File: src/rtl/canonical_kmer_counter_defines.svh
// ----------------------------------------------------------------------------
// Canonical k-mer counter assertion macros
// Shared concurrent assertion forms, sampled on the clock, held off in reset.
// ----------------------------------------------------------------------------
`ifndef CANONICAL_KMER_COUNTER_DEFINES_SVH
`define CANONICAL_KMER_COUNTER_DEFINES_SVH

// The consequent must hold in the same cycle as the antecedent.
`define CKC_ASSERT_NOW(label, clk, rst_n, ante, cons, msg) \
  label: assert property (@(posedge clk) disable iff (!rst_n) (ante) |-> (cons)) \
    else $error(msg);

// The consequent must hold in the cycle after the antecedent.
`define CKC_ASSERT_NEXT(label, clk, rst_n, ante, cons, msg) \
  label: assert property (@(posedge clk) disable iff (!rst_n) (ante) |=> (cons)) \
    else $error(msg);

`endif

File: src/rtl/ckc_pkg.sv
// ----------------------------------------------------------------------------
// Canonical k-mer counter package
// Field widths, codes, controller states and the control structures.
// ----------------------------------------------------------------------------
package ckc_pkg;

  localparam int OP_W           = 2;
  localparam int BASE_W         = 8;
  localparam int KMER_W         = 8;
  localparam int MERGED_W       = 32;
  localparam int KMER_LEN_W     = 3;
  localparam int MAX_K_DEF      = 4;
  localparam int COUNT_BITS_DEF = 32;

  localparam logic [KMER_LEN_W-1:0] KMER_LEN_RST = 3'd4;

  localparam logic [BASE_W-1:0] CHAR_A = 8'h41;
  localparam logic [BASE_W-1:0] CHAR_C = 8'h43;
  localparam logic [BASE_W-1:0] CHAR_G = 8'h47;
  localparam logic [BASE_W-1:0] CHAR_T = 8'h54;

  localparam logic [1:0] CODE_A = 2'h0;
  localparam logic [1:0] CODE_C = 2'h1;
  localparam logic [1:0] CODE_G = 2'h2;
  localparam logic [1:0] CODE_T = 2'h3;

  typedef enum logic [OP_W-1:0] {
    OP_CLEAR = 2'd0,
    OP_CHAR  = 2'd1,
    OP_READ  = 2'd2
  } op_e;

  typedef enum logic [2:0] {
    ST_CLEAR,
    ST_IDLE,
    ST_INC_RD,
    ST_INC_WR,
    ST_Q_RD,
    ST_RC_RD,
    ST_SUM
  } state_e;

  typedef enum logic [1:0] {
    RD_INC,
    RD_QUERY,
    RD_RCOMP
  } rd_sel_e;

  typedef struct packed {
    logic    in_ready;
    logic    sweep;
    logic    rd_en;
    rd_sel_e rd_sel;
    logic    inc_wr;
    logic    cap_a;
    logic    load_out;
  } ckc_cmd_t;

  typedef struct packed {
    logic            in_valid;
    logic [OP_W-1:0] op;
    logic            char_valid;
    logic            prefix_full;
    logic            sweep_last;
    logic            out_busy;
  } ckc_status_t;

endpackage

File: src/rtl/ckc_ctrl.sv
// ----------------------------------------------------------------------------
// Canonical k-mer counter controller
// Sequences the clearing sweep, histogram updates and merged count reads.
// ----------------------------------------------------------------------------
module ckc_ctrl import ckc_pkg::*; (
  input  logic        clk_i,
  input  logic        rst_ni,
  input  ckc_status_t status_i,
  output ckc_cmd_t    cmd_o
);

  state_e state_q, state_d;

  always_ff @(posedge clk_i or negedge rst_ni) begin
    if (!rst_ni) begin
      state_q <= ST_CLEAR;
    end else begin
      state_q <= state_d;
    end
  end

  always_comb begin
    state_d = state_q;
    case (state_q)
      ST_CLEAR: begin
        if (status_i.sweep_last) begin
          state_d = ST_IDLE;
        end
      end
      ST_IDLE: begin
        if (status_i.in_valid) begin
          case (op_e'(status_i.op))
            OP_CLEAR: state_d = ST_CLEAR;
            OP_CHAR: begin
              if (status_i.char_valid && status_i.prefix_full) begin
                state_d = ST_INC_RD;
              end
            end
            OP_READ: state_d = ST_Q_RD;
            default: state_d = ST_IDLE;
          endcase
        end
      end
      ST_INC_RD: state_d = ST_INC_WR;
      ST_INC_WR: state_d = ST_IDLE;
      ST_Q_RD:   state_d = ST_RC_RD;
      ST_RC_RD:  state_d = ST_SUM;
      ST_SUM: begin
        if (!status_i.out_busy) begin
          state_d = ST_IDLE;
        end
      end
      default: state_d = ST_CLEAR;
    endcase
  end

  always_comb begin
    cmd_o          = '0;
    cmd_o.rd_sel   = RD_INC;
    case (state_q)
      ST_CLEAR: cmd_o.sweep = 1'b1;
      ST_IDLE:  cmd_o.in_ready = 1'b1;
      ST_INC_RD: begin
        cmd_o.rd_en  = 1'b1;
        cmd_o.rd_sel = RD_INC;
      end
      ST_INC_WR: cmd_o.inc_wr = 1'b1;
      ST_Q_RD: begin
        cmd_o.rd_en  = 1'b1;
        cmd_o.rd_sel = RD_QUERY;
      end
      ST_RC_RD: begin
        cmd_o.rd_en  = 1'b1;
        cmd_o.rd_sel = RD_RCOMP;
        cmd_o.cap_a  = 1'b1;
      end
      ST_SUM: cmd_o.load_out = !status_i.out_busy;
      default: cmd_o.sweep = 1'b0;
    endcase
  end

endmodule

File: config.mk
export PLATFORM = sky130hd
export DESIGN_NAME = ckc_ctrl
export DESIGN_NICKNAME = d
export VERILOG_FILES = /design/src/rtl/canonical_kmer_counter_defines.svh /design/src/rtl/ckc_pkg.sv /design/src/rtl/ckc_ctrl.sv
export SDC_FILE = /design/constraint.sdc
export NUM_CORES = 1
export LEC_CHECK = 0
export BUFFER_PORTS_ARGS = -buffer_cell sky130_fd_sc_hd__buf_2
export CORE_AREA = 2 2 39 41
export DETAILED_ROUTE_END_ITERATION = 6
export DIE_AREA = 0 0 41 43
export HOLD_SLACK_MARGIN = 0.08
export PLACE_DENSITY = 0.53
export SLEW_MARGIN = 20
export SYNTH_ARGS = -nofsm -noshare
export SYNTH_HDL_FRONTEND = slang
export SYNTH_SLANG_ARGS = --single-unit
File: constraint.sdc
create_clock -name clk_i -period 1.2 [get_ports clk_i]
set_clock_uncertainty 0.1 [all_clocks]
set_input_delay 0.24 -clock clk_i [delete_from_list [all_inputs] [get_ports clk_i]]
set_output_delay 0.24 -clock clk_i [all_outputs]
set_load 0.1 [all_outputs]
* After elaboration in Yosys (flattened, before gate mapping)
Cells that the tools add are included.
** Cells by class
- Equality and inequality tests :: 12
- Mux-type cells :: 12
- Reductions and logical operators :: 5
** Operators with widths (number)
- case mux 3 bit (7 select lines) :: 1
- case mux 3 bit (3 select lines) :: 2
- two-way mux 3 bit :: 4
- == test 3 bit, second input constant :: 3
- == test 3 x 2 -> 1 bit, second input constant :: 2
- != test 2 bit, second input constant :: 3
- two-way mux 1 bit :: 5
- AND reduction 4 bit :: 1
- == test 3 x 1 -> 1 bit, second input constant :: 1
- zero test 3 bit :: 1
- != test 3 bit, second input constant :: 1
- == test 2 x 1 -> 1 bit, second input constant :: 1
- == test 2 bit, second input constant :: 1
- zero test 2 bit :: 1
- logical AND 1 bit :: 1
- zero test 1 bit :: 1
** Storage, ports and cells
- Register bits :: 3
- Input port bits :: 9

* Longest topological paths before layout
- Word-level depth :: 5
- Depth in mapped cells :: 4
- Mapped depth without buffers :: 3

* Least setup slack after synthesis
No wires, ideal clock.
- Path kind :: register to output
- Start :: register state_q[0]
- End :: output cmd_o[0] (netlist bit)
- Arrival time :: 2.801 ns
- Required time :: 0.860 ns
- Slack :: -1.941 ns
- Stages on the path, launching flop included :: 3
- Path buffers :: 0
- Cell sequence :: dfrtp_1 -> nand2b_1 -> nor3b_1
** RTL lines
- from (decl) :: RTL line ckc_ctrl.sv:12 : state_e state_q, state_d;
- from (signal assigned) :: RTL line ckc_ctrl.sv:18 : state_q <= state_d;
- to (decl) :: RTL line ckc_ctrl.sv:9 : output ckc_cmd_t cmd_o

==> impl.org <==
** Timing
- Max transition margin :: a little under nine tenths
- Part of the cycle the worst path needs :: 135%
- Worst Slack Setup Final :: -0.421 ns
- Number of failing setup endpoints in the final timing report :: 10
- At the pin with the least slew margin, the transition time is between 0.2 and 0.25 ns.
- The number of hold violations in the final report was 0.
- Setup repair after global routing could not meet its margin everywhere.
- Minimum clock period :: around 1.6 ns
- The total count of max-transition violations in the final report came to 0.
- WHS :: ~0.19 ns
- Final setup TNS :: -3.45 ns
- Max frequency :: 617 MHz

** Placement
- # port buffers :: 16
- Timing analysis after detailed placement gives a worst setup slack of -0.255 ns.
- Including well taps, the total number of placed cells is slightly below 70.
- Post-DP HPWL :: 559 um
- Routability-driven placement congestion ratio :: between 0.7 and 0.8

** Floorplanning
- Site row count :: 14
- Initial core utilization :: around a fifth
- Die area :: between 1500 and 2000 um^2
- Die height :: 43 um
- 17 I/O pins were placed.
- Standard cell core area :: roughly 1400 um^2
- Measured along the x axis, the die boundary spans about 41 um.

** Synth
- Total nets after synthesis :: 40
- Post-Synthesis Cells :: 31
- Post-synthesis cell area :: 294 um^2
- Count of state elements after synthesis :: 3
- Top-area cell type share of the netlist area :: between 20% and 30%
- By area the synthesized netlist is led by sky130_fd_sc_hd__dfrtp_1 26%, sky130_fd_sc_hd__nor3b_1 7.7%, sky130_fd_sc_hd__buf_12 6.8%.
- Synth unique cells :: 24
- Averaged over all synthesized cells, the footprint is roughly 9.5 um^2.
- Of the synthesized area, sequential elements account for between 20 and 30%.
- During synthesis, Yosys emitted a total of 0 warnings.
- Area leader, netlist :: sky130_fd_sc_hd__dfrtp_1

** Clock network
- Clock transition at the register clock pins on the worst setup and hold paths after CTS :: 0.04 ns
- Number of CTS-inserted buffers :: 3
- CTS sink cnt :: 3
- Clock insertion delay at the later pin of the skew report :: about 0.25 ns
- CTS built an H-tree with a depth of 1.
- The clock passes through at most 2 buffers.
- Root buffer cell :: sky130_fd_sc_hd__clkbuf_4
- Clock tree from TritonCTS :: yes

** Critical path
- The worst setup path is launched from a flop.
- Crit Reg-Reg Startpoint :: state_q[2]$_DFFE_PN0P_
- The worst setup path is of the reg -> out kind.
- Endpoint arrival time on the critical path :: roughly 1.3 ns
- Required time of the critical path :: between 0.8 and 0.9 ns
- Largest fanout on the critical path :: 8
- STA classifies the critical path endpoint as an output pin.
- Worst setup path start :: state_q[0]$_DFFE_PN0P_

** GRT
- The initial antenna violation count came to 0.
- Tot GR Track Use :: 12.8%
- Maximum number of pins on one net before global-route repair :: 9
- Vias in the first global route :: 370
- Global-route track usage on met3 :: 1.57%
- met2 is the most crowded layer.
- For this run the aggregate overflow at the end of global routing stands at 0.
- Global routing consumed, on the met1 layer, ~15% of the routing resources.
- Global-route wire length before repair :: around 1.5 mm
- For this run, global-route usage on met2 was measured as roughly a fifth.

** Final layout
- Counting the fill cells in the layout gives ~120.
- Leading cell type in the layout, fill and taps excluded :: sky130_fd_sc_hd__buf_4
- Total area of multi-input combinational cells :: between 200 and 300 um^2
- Regs by FF count :: state_q (3)
- Non-filler instance count after layout :: around 80
- Ranked by flip-flop count, first place goes to state_q.
- The repair_antennas step left the layout with diodes totalling 0.
- Layout cell share with drive strength beyond 1 :: around three quarters
- Number of nets at the end of the flow :: 76
- The register with the most flip-flops in the layout has 3 of them.
- Sequential Area :: approximately 80 um^2
- Most used cells in the layout excluding fill and tap cells :: 13 x sky130_fd_sc_hd__buf_4, 9 x sky130_fd_sc_hd__buf_2, 8 x sky130_fd_sc_hd__buf_12, 4 x sky130_fd_sc_hd__nor3b_4
- Layout Area Growth over Synthesis :: 146%

** Route
- Mean number of vias per cell :: ~4.6
- Detailed routing inserted a total of ~370 vias.
- In this run, the number of DRC markers left after iteration 0 of detailed routing was 2.
- DR DRC count :: 0
- The detail route stage leaves a number of antenna-violating nets equal to 0.
- Total wire length :: between 800 and 900 um
- For this run, the detailed router's first-pass iteration total came to 2.
- Dividing the detail-routed wire length by the instance count gives between 10 and 15 um.

** Run status
- Violations in the final reports :: negative setup slack
- Outcome :: finished, violations left

** Min path
- Hold Startpoint :: status_i[2]
- Path class of the lowest-slack min-delay path :: in -> reg

** Job
- Maximum Capacitance Violations :: 0
-- logic make-up after synthesis --
family	synth area share [%]
buffers and inverters	13.2
flip-flops	25.5
AND/OR/NAND/NOR	34.9
AO/OA/AOI/OAI	20.9
XOR/XNOR	5.53
-- critical path, stage by stage, from the launching register on --
cell and delay, ns:
sky130_fd_sc_hd__dfrtp_2 0.44, sky130_fd_sc_hd__nand2b_4 0.18, sky130_fd_sc_hd__nor3b_4 0.22, sky130_fd_sc_hd__buf_12 0.20
-- final timing paths --
check / end / slack (ns) / cells after the start
worst max-delay path: cmd_o[0] / -0.42 / 3
worst min-delay path: state_q[1]$_DFFE_PN0P_ / 0.19 / 3
worst max register to register: state_q[0]$_DFFE_PN0P_ / -0.23 / 5
worst min register to register: state_q[1]$_DFFE_PN0P_ / 0.57 / 2
max in group asynchronous: state_q[0]$_DFFE_PN0P_ / 0.66 / 2
min in group asynchronous: state_q[1]$_DFFE_PN0P_ / 0.21 / 2
-- cell type report --
class | count | area share, %
multi-input combinational | 24 | 34.9
inverter | 2 | 1.38
sequential | 3 | 10.9
timing repair buffer | 33 | 46.4
tap | 16 | 2.77
clock buffer | 4 | 3.63
-- timing repair --
item	CTS	global route
resized for setup	3	0
hold buffers	1	0
endpoints found under the hold margin	3	0
endpoints found under the setup margin	10	11
pin swaps	4	1
setup buffers	8	0
-- per-layer routing --
layer  wire length [um]  share of wire (%)  up-vias
li1                   -                  -      185
met1                361                 40      175
met2                477                 53       12
met4                 17                1.9        0
met3                 38                4.2        2
met5                  0                  0        -
-- synthesized netlist by cell type --
master                     number
sky130_fd_sc_hd__nor3b_1        3
sky130_fd_sc_hd__a31oi_1        1
sky130_fd_sc_hd__and3_2         1
sky130_fd_sc_hd__a22oi_1        1
sky130_fd_sc_hd__o21ai_0        2
sky130_fd_sc_hd__nand3b_1       2
sky130_fd_sc_hd__xor2_2         1
sky130_fd_sc_hd__buf_6          1
sky130_fd_sc_hd__o21ai_1        1
sky130_fd_sc_hd__nand2_1        1
sky130_fd_sc_hd__nand4_1        1
sky130_fd_sc_hd__a21oi_1        1
sky130_fd_sc_hd__a32oi_1        1
sky130_fd_sc_hd__nor3_2         1
sky130_fd_sc_hd__buf_12         1
sky130_fd_sc_hd__inv_1          2
sky130_fd_sc_hd__a21bo_2        1
sky130_fd_sc_hd__nor3b_2        1
sky130_fd_sc_hd__nor2b_1        1
sky130_fd_sc_hd__dfrtp_1        3
sky130_fd_sc_hd__a22o_1         1
sky130_fd_sc_hd__nand4b_1       1
sky130_fd_sc_hd__nand2b_1       1
sky130_fd_sc_hd__nor2_1         1
-- metrics by stage --
stage                     cell area, um^2  util (%)
after floorplan                       375         -
after global placement                621      44.8
after detailed placement              621      44.8
after CTS                             723      52.3
after global routing                  723      52.3
final                                 723      52.3
Power is not shown: default switching activity piles up to over one toggle a cycle in this logic, so the estimate is an artifact.
