$ cat src/rtl/canonical_kmer_counter_defines.svh
// ----------------------------------------------------------------------------
// Canonical k-mer counter assertion macros
// Shared concurrent assertion forms, sampled on the clock, held off in reset.
// ----------------------------------------------------------------------------
`ifndef CANONICAL_KMER_COUNTER_DEFINES_SVH
`define CANONICAL_KMER_COUNTER_DEFINES_SVH

// The consequent must hold in the same cycle as the antecedent.
`define CKC_ASSERT_NOW(label, clk, rst_n, ante, cons, msg) \
  label: assert property (@(posedge clk) disable iff (!rst_n) (ante) |-> (cons)) \
    else $error(msg);

// The consequent must hold in the cycle after the antecedent.
`define CKC_ASSERT_NEXT(label, clk, rst_n, ante, cons, msg) \
  label: assert property (@(posedge clk) disable iff (!rst_n) (ante) |=> (cons)) \
    else $error(msg);

`endif

$ cat src/rtl/ckc_pkg.sv
// ----------------------------------------------------------------------------
// Canonical k-mer counter package
// Field widths, codes, controller states and the control structures.
// ----------------------------------------------------------------------------
package ckc_pkg;

  localparam int OP_W           = 2;
  localparam int BASE_W         = 8;
  localparam int KMER_W         = 8;
  localparam int MERGED_W       = 32;
  localparam int KMER_LEN_W     = 3;
  localparam int MAX_K_DEF      = 4;
  localparam int COUNT_BITS_DEF = 32;

  localparam logic [KMER_LEN_W-1:0] KMER_LEN_RST = 3'd4;

  localparam logic [BASE_W-1:0] CHAR_A = 8'h41;
  localparam logic [BASE_W-1:0] CHAR_C = 8'h43;
  localparam logic [BASE_W-1:0] CHAR_G = 8'h47;
  localparam logic [BASE_W-1:0] CHAR_T = 8'h54;

  localparam logic [1:0] CODE_A = 2'h0;
  localparam logic [1:0] CODE_C = 2'h1;
  localparam logic [1:0] CODE_G = 2'h2;
  localparam logic [1:0] CODE_T = 2'h3;

  typedef enum logic [OP_W-1:0] {
    OP_CLEAR = 2'd0,
    OP_CHAR  = 2'd1,
    OP_READ  = 2'd2
  } op_e;

  typedef enum logic [2:0] {
    ST_CLEAR,
    ST_IDLE,
    ST_INC_RD,
    ST_INC_WR,
    ST_Q_RD,
    ST_RC_RD,
    ST_SUM
  } state_e;

  typedef enum logic [1:0] {
    RD_INC,
    RD_QUERY,
    RD_RCOMP
  } rd_sel_e;

  typedef struct packed {
    logic    in_ready;
    logic    sweep;
    logic    rd_en;
    rd_sel_e rd_sel;
    logic    inc_wr;
    logic    cap_a;
    logic    load_out;
  } ckc_cmd_t;

  typedef struct packed {
    logic            in_valid;
    logic [OP_W-1:0] op;
    logic            char_valid;
    logic            prefix_full;
    logic            sweep_last;
    logic            out_busy;
  } ckc_status_t;

endpackage

$ cat src/rtl/ckc_ifs.sv
// ----------------------------------------------------------------------------
// Canonical k-mer counter channels
// Valid/ready channels for input items and for result items.
// ----------------------------------------------------------------------------
interface ckc_in_if import ckc_pkg::*; ();
  logic              valid;
  logic              ready;
  logic [OP_W-1:0]   op;
  logic [BASE_W-1:0] base_char;
  logic [KMER_W-1:0] query_kmer;

  modport source (output valid, op, base_char, query_kmer, input ready);
  modport sink (input valid, op, base_char, query_kmer, output ready);
endinterface

interface ckc_out_if import ckc_pkg::*; ();
  logic                valid;
  logic                ready;
  logic [MERGED_W-1:0] merged_count;
  logic [KMER_W-1:0]   rc_kmer;
  logic                is_palindrome;
  logic                is_canonical;

  modport source (output valid, merged_count, rc_kmer, is_palindrome, is_canonical,
                  input ready);
  modport sink (input valid, merged_count, rc_kmer, is_palindrome, is_canonical,
                output ready);
endinterface

$ cat src/rtl/ckc_datapath.sv
// ----------------------------------------------------------------------------
// Canonical k-mer counter datapath
// Window, prefix count, reverse complement, saturating adders and result register.
// ----------------------------------------------------------------------------
module ckc_datapath import ckc_pkg::*; #(
  parameter int MAX_K      = MAX_K_DEF,
  parameter int COUNT_BITS = COUNT_BITS_DEF
) (
  input  logic                    clk_i,
  input  logic                    rst_ni,
  input  logic                    cfg_we_i,
  input  logic [KMER_LEN_W-1:0]   cfg_wdata_i,
  ckc_in_if.sink                  in_i,
  ckc_out_if.source               out_o,
  input  ckc_cmd_t                cmd_i,
  output ckc_status_t             status_o,
  output logic                    ram_we_o,
  output logic [2*MAX_K-1:0]      ram_waddr_o,
  output logic [COUNT_BITS-1:0]   ram_wdata_o,
  output logic                    ram_re_o,
  output logic [2*MAX_K-1:0]      ram_raddr_o,
  input  logic [COUNT_BITS-1:0]   ram_rdata_i
);

  localparam int KW   = 2 * MAX_K;
  localparam int KL_W = $clog2(MAX_K + 1);
  localparam int XW   = (KW > KMER_W) ? KW : KMER_W;
  localparam int MW   = (COUNT_BITS > MERGED_W) ? COUNT_BITS : MERGED_W;

  logic [KMER_LEN_W-1:0] kmer_len_q;
  logic [KW-1:0]         window_q, window_d;
  logic [KL_W-1:0]       prefix_q, prefix_d;
  logic [KW-1:0]         sweep_q;
  logic [KW-1:0]         inc_addr_q;
  logic [KW-1:0]         qry_q, rc_q;
  logic [COUNT_BITS-1:0] cnt_a_q;
  logic                  out_valid_q;
  logic [MERGED_W-1:0]   merged_q;
  logic [KMER_W-1:0]     rc_out_q;
  logic                  pal_q, canon_q;

  logic [KL_W-1:0]       eff_k, k_m1;
  logic [KW-1:0]         kmask, win_next, qry, rc_full, rc;
  logic [XW-1:0]         qry_ext, rc_ext;
  logic [1:0]            code;
  logic                  char_valid, prefix_full, accept;
  logic [COUNT_BITS:0]   sum;
  logic [COUNT_BITS-1:0] sum_sat, inc_val;
  logic [MW-1:0]         merged_ext;

  always_comb begin
    if (kmer_len_q == '0) begin
      eff_k = KL_W'(1);
    end else if (int'(kmer_len_q) > MAX_K) begin
      eff_k = KL_W'(MAX_K);
    end else begin
      eff_k = KL_W'(kmer_len_q);
    end
  end

  assign k_m1 = eff_k - KL_W'(1);

  always_comb begin
    for (int i = 0; i < MAX_K; i++) begin
      kmask[2*i+:2] = (i < int'(eff_k)) ? 2'b11 : 2'b00;
    end
  end

  always_comb begin
    code       = CODE_A;
    char_valid = 1'b1;
    case (in_i.base_char)
      CHAR_A:  code = CODE_A;
      CHAR_C:  code = CODE_C;
      CHAR_G:  code = CODE_G;
      CHAR_T:  code = CODE_T;
      default: char_valid = 1'b0;
    endcase
  end

  assign win_next    = (window_q << 2) | KW'(code);
  assign prefix_full = prefix_q >= k_m1;
  assign accept      = in_i.valid && cmd_i.in_ready;

  // The full-width reverse complement is shifted down so only the low k bases remain.
  assign qry_ext = XW'(in_i.query_kmer);
  assign qry     = qry_ext[KW-1:0] & kmask;

  always_comb begin
    for (int i = 0; i < MAX_K; i++) begin
      rc_full[2*(MAX_K-1-i)+:2] = ~qry[2*i+:2];
    end
  end

  assign rc = rc_full >> (2 * (MAX_K - int'(eff_k)));

  always_comb begin
    window_d = window_q;
    prefix_d = prefix_q;
    if (accept) begin
      case (op_e'(in_i.op))
        OP_CLEAR: begin
          window_d = '0;
          prefix_d = '0;
        end
        OP_CHAR: begin
          if (char_valid) begin
            window_d = win_next;
            prefix_d = prefix_full ? k_m1 : prefix_q + KL_W'(1);
          end
        end
        default: window_d = window_q;
      endcase
    end
  end

  always_ff @(posedge clk_i or negedge rst_ni) begin
    if (!rst_ni) begin
      kmer_len_q  <= KMER_LEN_RST;
      window_q    <= '0;
      prefix_q    <= '0;
      sweep_q     <= '0;
      out_valid_q <= 1'b0;
    end else begin
      if (cfg_we_i) begin
        kmer_len_q <= cfg_wdata_i;
      end
      window_q <= window_d;
      prefix_q <= prefix_d;
      if (cmd_i.sweep) begin
        sweep_q <= sweep_q + KW'(1);
      end
      if (cmd_i.load_out) begin
        out_valid_q <= 1'b1;
      end else if (out_o.ready) begin
        out_valid_q <= 1'b0;
      end
    end
  end

  assign sum        = {1'b0, cnt_a_q} + {1'b0, ram_rdata_i};
  assign sum_sat    = sum[COUNT_BITS] ? '1 : sum[COUNT_BITS-1:0];
  assign merged_ext = MW'(sum_sat);
  assign rc_ext     = XW'(rc_q);
  assign inc_val    = (ram_rdata_i == '1) ? ram_rdata_i : ram_rdata_i + COUNT_BITS'(1);

  always_ff @(posedge clk_i) begin
    if (accept && char_valid) begin
      inc_addr_q <= win_next & kmask;
    end
    if (accept) begin
      qry_q <= qry;
      rc_q  <= rc;
    end
    if (cmd_i.cap_a) begin
      cnt_a_q <= ram_rdata_i;
    end
    if (cmd_i.load_out) begin
      merged_q <= merged_ext[MERGED_W-1:0];
      rc_out_q <= rc_ext[KMER_W-1:0];
      pal_q    <= qry_q == rc_q;
      canon_q  <= qry_q <= rc_q;
    end
  end

  always_comb begin
    case (cmd_i.rd_sel)
      RD_QUERY: ram_raddr_o = qry_q;
      RD_RCOMP: ram_raddr_o = rc_q;
      default:  ram_raddr_o = inc_addr_q;
    endcase
  end

  assign ram_re_o    = cmd_i.rd_en;
  assign ram_we_o    = cmd_i.sweep || cmd_i.inc_wr;
  assign ram_waddr_o = cmd_i.sweep ? sweep_q : inc_addr_q;
  assign ram_wdata_o = cmd_i.sweep ? '0 : inc_val;

  assign in_i.ready          = cmd_i.in_ready;
  assign out_o.valid         = out_valid_q;
  assign out_o.merged_count  = merged_q;
  assign out_o.rc_kmer       = rc_out_q;
  assign out_o.is_palindrome = pal_q;
  assign out_o.is_canonical  = canon_q;

  assign status_o.in_valid    = in_i.valid;
  assign status_o.op          = in_i.op;
  assign status_o.char_valid  = char_valid;
  assign status_o.prefix_full = prefix_full;
  assign status_o.sweep_last  = sweep_q == '1;
  assign status_o.out_busy    = out_valid_q && !out_o.ready;

endmodule

$ cat src/flat_wrapper.sv
// flat-port wrapper written by rule: the top's interface ports become plain ports
module ckc_datapath_flat import ckc_pkg::*;
#(
  parameter int MAX_K      = MAX_K_DEF,
  parameter int COUNT_BITS = COUNT_BITS_DEF
)
  (clk_i, rst_ni, cfg_we_i, cfg_wdata_i, cmd_i, status_o, ram_we_o, ram_waddr_o, ram_wdata_o, ram_re_o, ram_raddr_o, ram_rdata_i, in_i_valid, in_i_op, in_i_base_char, in_i_query_kmer, in_i_ready, out_o_valid, out_o_merged_count, out_o_rc_kmer, out_o_is_palindrome, out_o_is_canonical, out_o_ready);
  ckc_in_if in_i_i ();
  ckc_out_if out_o_i ();
  input  logic clk_i;
  input  logic rst_ni;
  input  logic cfg_we_i;
  input  logic [KMER_LEN_W-1:0] cfg_wdata_i;
  input  ckc_cmd_t cmd_i;
  output ckc_status_t status_o;
  output logic ram_we_o;
  output logic [2*MAX_K-1:0] ram_waddr_o;
  output logic [COUNT_BITS-1:0] ram_wdata_o;
  output logic ram_re_o;
  output logic [2*MAX_K-1:0] ram_raddr_o;
  input  logic [COUNT_BITS-1:0] ram_rdata_i;
  input wire logic [$bits(in_i_i.valid)-1:0] in_i_valid;
  input wire logic [$bits(in_i_i.op)-1:0] in_i_op;
  input wire logic [$bits(in_i_i.base_char)-1:0] in_i_base_char;
  input wire logic [$bits(in_i_i.query_kmer)-1:0] in_i_query_kmer;
  output wire logic [$bits(in_i_i.ready)-1:0] in_i_ready;
  output wire logic [$bits(out_o_i.valid)-1:0] out_o_valid;
  output wire logic [$bits(out_o_i.merged_count)-1:0] out_o_merged_count;
  output wire logic [$bits(out_o_i.rc_kmer)-1:0] out_o_rc_kmer;
  output wire logic [$bits(out_o_i.is_palindrome)-1:0] out_o_is_palindrome;
  output wire logic [$bits(out_o_i.is_canonical)-1:0] out_o_is_canonical;
  input wire logic [$bits(out_o_i.ready)-1:0] out_o_ready;
  assign in_i_i.valid = in_i_valid;
  assign in_i_i.op = in_i_op;
  assign in_i_i.base_char = in_i_base_char;
  assign in_i_i.query_kmer = in_i_query_kmer;
  assign in_i_ready = in_i_i.ready;
  assign out_o_valid = out_o_i.valid;
  assign out_o_merged_count = out_o_i.merged_count;
  assign out_o_rc_kmer = out_o_i.rc_kmer;
  assign out_o_is_palindrome = out_o_i.is_palindrome;
  assign out_o_is_canonical = out_o_i.is_canonical;
  assign out_o_i.ready = out_o_ready;
  ckc_datapath #(.MAX_K(MAX_K), .COUNT_BITS(COUNT_BITS)) u_core (.clk_i(clk_i), .rst_ni(rst_ni), .cfg_we_i(cfg_we_i), .cfg_wdata_i(cfg_wdata_i), .in_i(in_i_i), .out_o(out_o_i), .cmd_i(cmd_i), .status_o(status_o), .ram_we_o(ram_we_o), .ram_waddr_o(ram_waddr_o), .ram_wdata_o(ram_wdata_o), .ram_re_o(ram_re_o), .ram_raddr_o(ram_raddr_o), .ram_rdata_i(ram_rdata_i));
endmodule
$ cat config.mk
export PLATFORM = sky130hd
export DESIGN_NAME = ckc_datapath_flat
export DESIGN_NICKNAME = d
export VERILOG_FILES = /design/src/rtl/canonical_kmer_counter_defines.svh /design/src/rtl/ckc_pkg.sv /design/src/rtl/ckc_ifs.sv /design/src/rtl/ckc_datapath.sv /design/src/flat_wrapper.sv
export SDC_FILE = /design/constraint.sdc
export NUM_CORES = 1
export LEC_CHECK = 0
export ABC_AREA = 0
export BUFFER_PORTS_ARGS = -buffer_cell sky130_fd_sc_hd__buf_2
export CAP_MARGIN = 25
export CORE_MARGIN = 2
export CORE_UTILIZATION = 40
export DETAILED_ROUTE_END_ITERATION = 10
export GPL_TIMING_DRIVEN = 0
export PLACE_DENSITY = 0.65
export SKIP_LAST_GASP = 1
export SLEW_MARGIN = 15
export SYNTH_ARGS = -nofsm -noshare
export SYNTH_HDL_FRONTEND = slang
export SYNTH_SLANG_ARGS = --single-unit
$ cat constraint.sdc
create_clock -name clk_i -period 4.24 [get_ports clk_i]
set_clock_uncertainty 0.2 [all_clocks]
set_input_delay 0.848 -clock clk_i [delete_from_list [all_inputs] [get_ports clk_i]]
set_output_delay 0.848 -clock clk_i [all_outputs]
set_load 0.02 [all_outputs]
Word level (Yosys, flattened, before mapping)

Index checks and enable logic that the tools add are counted.
W data, S select, Z words.

Bits in registers: 119
Latch bits: 0
RAM bits: 0
Memory bits (read-only): 0
Input port bits: 66
Output and inout port bits: 101
Word-level logic and storage cells: 75
Memories kept: 0

Add/sub/neg operators: 6
$mul: 0
Div/mod/pow operators: 0
Order comparisons: 7
Equal/unequal tests: 11
Shifts and indexed selects: 1
Muxes and demuxes: 19
Bitwise gates (word level): 7
Reductions and logical operators: 11

Operator list:

| kind                    | count |
|---|---|
| $mux W32                | 2 |
| $add A32 B32 Y33        | 1 |
| $add A32 B1 Y32 const B | 1 |
| $eq A32 B32 Y1 const B  | 1 |
| $eq A8 B7 Y1 const B    | 4 |
| $shr A8 B32 Y8          | 1 |
| $and A8 B8 Y8           | 2 |
| $pmux W8 S2             | 1 |
| $mux W3                 | 4 |
| $pmux W6 S2             | 1 |
| $add A8 B1 Y8 const B   | 1 |
| $eq A8 B8 Y1            | 1 |
| $eq A8 B8 Y1 const B    | 1 |
| $le A8 B8 Y1            | 1 |
| $mux W2                 | 4 |
| $mux W8                 | 1 |
| $not A2 Y2              | 4 |
| $or A8 B2 Y8            | 1 |
| $lt A1 B3 Y1 const A    | 2 |
| $lt A2 B3 Y1 const A    | 2 |
| $mux W6                 | 1 |
| $pmux W2 S3             | 1 |
| $pmux W3 S2             | 1 |
| $eq A2 B1 Y1 const B    | 2 |
| 16 further kinds        | 21 |

Longest topological paths before layout

Word-level depth: 8
Depth in mapped cells: 12
Depth with buffers taken out: 11

Least setup slack after synthesis

Ideal clock, no wire load.

Path type: input port to output port
Start: input ram_rdata_i[9]
End: output ram_wdata_o[20]
Arrival: 2683 ps
Required time: 3192 ps
Path slack: 509 ps
Cell stages on the path: 7
Buffers on the path: 0
Cells stage by stage: and4_1 > nand4_1 > nor3_1 > nor2b_1 > nand3_1 > or3_1 > a21oi_1

Longest elaborated chain between the ends: 3
Elaborated cells on any way between the ends: 4
Those cells by class: 1 x add/sub; 1 x eq/ne; 2 x mux

RTL lines:

| item                                                     | RTL line            | source |
|---|---|---|
| start, declared                                          | flat_wrapper.sv:21  | `input logic [COUNT_BITS-1:0] ram_rdata_i;` |
| $add A32 B1 Y32 / $eq A32 B32 Y1 (equally long branches) | ckc_datapath.sv:145 | `assign inc_val = (ram_rdata_i == '1) ? ram_rdata_i : ram_rdata_i + COUNT_BITS'(1);` |
| $mux W32 (*)                                             | ckc_datapath.sv:145 |  |
| $mux W32 (*)                                             | ckc_datapath.sv:177 | `assign ram_wdata_o = cmd_i.sweep ? '0 : inc_val;` |
| end, declared                                            | flat_wrapper.sv:18  | `output logic [COUNT_BITS-1:0] ram_wdata_o;` |

Every way passes the cells marked *; elsewhere a longest branch is shown, timed or not.

Final worst setup path

Start: input ram_rdata_i[19]
End: output ram_wdata_o[14]

Longest elaborated chain between the ends: 3

RTL lines:

| item           | RTL line |
|---|---|
| $eq A32 B32 Y1 | ckc_datapath.sv:145 |
| $mux W32       | ckc_datapath.sv:145 |
| $mux W32       | ckc_datapath.sv:177 |

No other way between the ends.

==> impl_metrics.csv <==
group,metric,value,unit
status,status,"finished, violations left",
status,failed_checks,"DRC",
synthesis,synth_area_per_cell,10.3,sq um
global_routing,grt_antenna_before_repair,1,
synthesis,seq_area_frac_synth,0.468,
placed_design,portBuffers,163,
clock_tree,cts_tree,"built",
clock_tree,clk_latency,0.42,ns
timing,period_share,0.974,
global_routing,overflow,0,
setup_path,cp_top_family,"simple AND/OR/NAND/NOR gates",
pwr,ir_worst_vdd,0.291,mV
clock_tree,clkTransAtPathRegs,0.06,ns
setup_path,end_kind,"output pin",
finish,syn2layout_area_growth,23.3,%
finish,n_fill_cell,1687,
synthesis,post-synth-top-area-cell,"edfxtp_1",
detailed_routing,vias,6072,
setup_path,cp_slowest_stage_delay,0.45,ns
timing,hold_viol,0,
floorplanning,start_util,0.410,
floorplanning,fp.dieH,140,um
setup_path,crit_arrival,3.08,ns
floorplanning,fp.dieW,140,um
synthesis,ys_types,66,
synthesis,synth_seq_cells,119,
global_routing,grt_max_degree,44,
timing,min_period,4.13,ns
detailed_routing,ant_nets,0,
clock_tree,cts_sinks,119,
finish,instances_no_fill,1146,
detailed_routing,via_per_inst,5.30,
synthesis,synth_edf_count,98,
synthesis,synth_ff_type,"edfxtp_1",
synthesis,netlist_instances,720,
floorplanning,dieArea,19600,sq um
synthesis,synthTopCellsByArea,"edfxtp_1 40%, ha_1 8.1%, dfrtp_1 6.8%",
global_routing,grt_pass1_vias,5647,
detailed_routing,drt_wl_total,18.7,mm
pwr,power_density,418,nW/um^2
placed_design,dp_hpwl,14.3,mm
synthesis,async_flop_share,0.176,
synthesis,synth.net_count,835,
global_routing,grtUsageTotal,0.190,
floorplanning,design.core.area,18100,sq um
setup_path,crit_chain,"buf_2, nand4_1, or3_1, nor4_4, nand2_1, nand2_1, o21ai_0, a21oi_1, buf_2",
timing,clock.fmax,0.242,GHz
clock_tree,postCtsHoldBufs,0,
setup_path,cp.required,3.19,ns
synthesis,yosysMostFrequentCell,"edfxtp_1",
clock_tree,cts_max_path_buffers,2,
finish,drive_above_1_share,0.265,
detailed_routing,drt_iter0_markers,439,
global_routing,grt_pass1_wl,29.0,mm
hold_path,hp-class,"primary input to async pin",
pwr,p_leak,3.88,nW
detailed_routing,drc,22,
detailed_routing,drt_pass1_iterations,9,
clock_tree,ctsRootBufferMaster,"clkbuf_16",
timing,slew_viol_final,0,
setup_path,critPathBufInv,2,
floorplanning,placementRows,49,
timing,worstMarginPinSlew,0.980,ns
synthesis,synth_warnings,0,
run,cap_violations,0,
pwr,p_total,0.00382,W
timing,maxSlewHeadroom,0.347,
floorplanning,io_pins,167,
placed_design,placedCellCount,1112,
setup_path,startpoint_type,"primary input",
finish,multi_input_area,3750,sq um
setup_path,path_max_fanout,6,
setup_path,crit_type,"primary input to output pin",
finish,ff_latch_area,3470,sq um
finish,nets,1018,
timing,setup_viol,0,
synthesis,syn_area,7410,sq um
finish,utilization,0.505,
synthesis,synth_commonest_cells,"98 x edfxtp_1, 93 x nand2_1, 48 x ha_1, 47 x o21ai_0, 43 x nor2_1",
timing,rsz0062_at_grt,"true",
synthesis,netlist.area_leader.share,0.397,
clock_tree,cts_htree_levels,4,
detailed_routing,wl_per_cell,16.3,um
clock_tree,numCtsBuffers,17,
timing,tns,0,ns
placed_design,place_congestion,0.887,
setup_path,cpMaxStageDelayCell,"or3_1",
==> per-layer routing <==
metal / vias to the layer above / track usage / wire [um]
met5: - / 0 / 13
met4: 2 / 0.0766 / 392
met3: 30 / 0.0424 / 1080
met2: 194 / 0.307 / 8840
met1: 2833 / 0.248 / 8410
li1: 3013 / - / -
==> worst reg2reg max path: cells and delay by family, from the launching register on <==
kind	cells	cell delay, ns
flops	1	0.36
compound gates	7	1.72
buf+inv	2	0.45
fa+ha+maj	2	0.68
simple gates	1	0.06
==> power breakdown <==
part	total [W]	internal, W	switching [W]
Sequential	0.00150	0.00143	0.0000738
Combinational	0.000957	0.000371	0.000586
Clock	0.00136	0.000832	0.000533
==> cell type report <==
| type | count | share of cell area |
|---|---|---|
| multi-input cells | 546 | 0.410 |
| diodes | 1 | 0.000274 |
| clock buffers | 20 | 0.0500 |
| well taps | 229 | 0.0314 |
| plain buffers | 30 | 0.0166 |
| flip-flops and latches | 119 | 0.380 |
| repair buffers | 164 | 0.0901 |
| inverters | 25 | 0.0103 |
| clock inverters | 12 | 0.0114 |
==> cells in the final DEF (no fill, tap or decap), types with 20 or more instances in the layout <==
master / synthesis / final
ha_1: 48 / 48
clkbuf_1: 20 / 21
a21oi_1: 39 / 38
xor2_1: 27 / 27
a21o_1: 21 / 21
nor2_1: 43 / 43
o21ai_0: 47 / 47
inv_1: 25 / 25
dfrtp_1: 20 / 20
nand2_1: 93 / 93
xnor2_1: 27 / 27
edfxtp_1: 98 / 98
nor2b_1: 21 / 20
buf_2: 1 / 164
==> path summary, 6_finish.rpt <==
check / from / end / slack, ns / depth (start not counted)
hold / removal: rst_ni / u_core.kmer_len_q[1]$_DFFE_PN0P_ / 0.19 / 1
max in group asynchronous: rst_ni / u_core.sweep_q[4]$_DFFE_PN0P_ / 3.28 / 1
setup / recovery: ram_rdata_i[19] / ram_wdata_o[14] / 0.11 / 9
hold reg to reg: u_core.window_q[5]$_DFFE_PN0P_ / u_core.window_q[5]$_DFFE_PN0P_ / 0.30 / 2
setup reg to reg: u_core.cnt_a_q[0]$_DFFE_PP_ / u_core.out_o.merged_count[21]$_SDFFCE_PP1P_ / 0.52 / 12
min in group clk_i: u_core.window_q[5]$_DFFE_PN0P_ / u_core.window_q[5]$_DFFE_PN0P_ / 0.30 / 2
==> stage by stage <==
step,instance area (sq um),worst slack [ns],hold slack [ns]
6_report,9140,0.109,0.195
5_1_grt,9130,-0.0475,0.222
4_1_cts,9090,-0.0104,0.206
3_5_place_dp,8510,-0.256,0.274
3_3_place_gp,8510,-0.271,0.268
2_1_floorplan,7410,0.509,0.242
==> logic make-up (layout without fill, tap and decap cells) <==
| group | Yosys count | after routing | share of synthesized area |
|---|---|---|---|
| AOI/OAI and AO/OA | 171 | 171 | 0.157 |
| xor gates and xnor gates | 54 | 54 | 0.0638 |
| adders and majority gates | 49 | 49 | 0.0837 |
| buffers and inverters | 55 | 251 | 0.0331 |
| DFF | 119 | 119 | 0.468 |
| muxes | 16 | 16 | 0.0236 |
| other | 1 | 2 | 0.000506 |
| and+or+nand+nor | 255 | 255 | 0.170 |
==> state kept, by name, indices dropped and copies added (netlist names) <==
| signal | cells |
|---|---|
| u_core.out_o.rc_kmer | 8 |
| u_core.qry_q | 8 |
| u_core.inc_addr_q | 8 |
| u_core.cnt_a_q | 32 |
| u_core.prefix_q | 3 |
| u_core.out_o.valid | 1 |
| u_core.rc_ext | 8 |
| u_core.out_o.is_canonical | 1 |
| u_core.sweep_q | 8 |
| u_core.kmer_len_q | 3 |
| u_core.out_o.merged_count | 32 |
| u_core.out_o.is_palindrome | 1 |
| u_core.window_q | 6 |
==> repair_timing <==
| item | CTS | global route |
|---|---|---|
| setup endpoints to repair | 8 | 10 |
| pin swaps | 0 | 1 |
| resized for setup | 4 | 5 |
| setup buffers | 0 | 1 |
(Power assumes the default switching activity.)
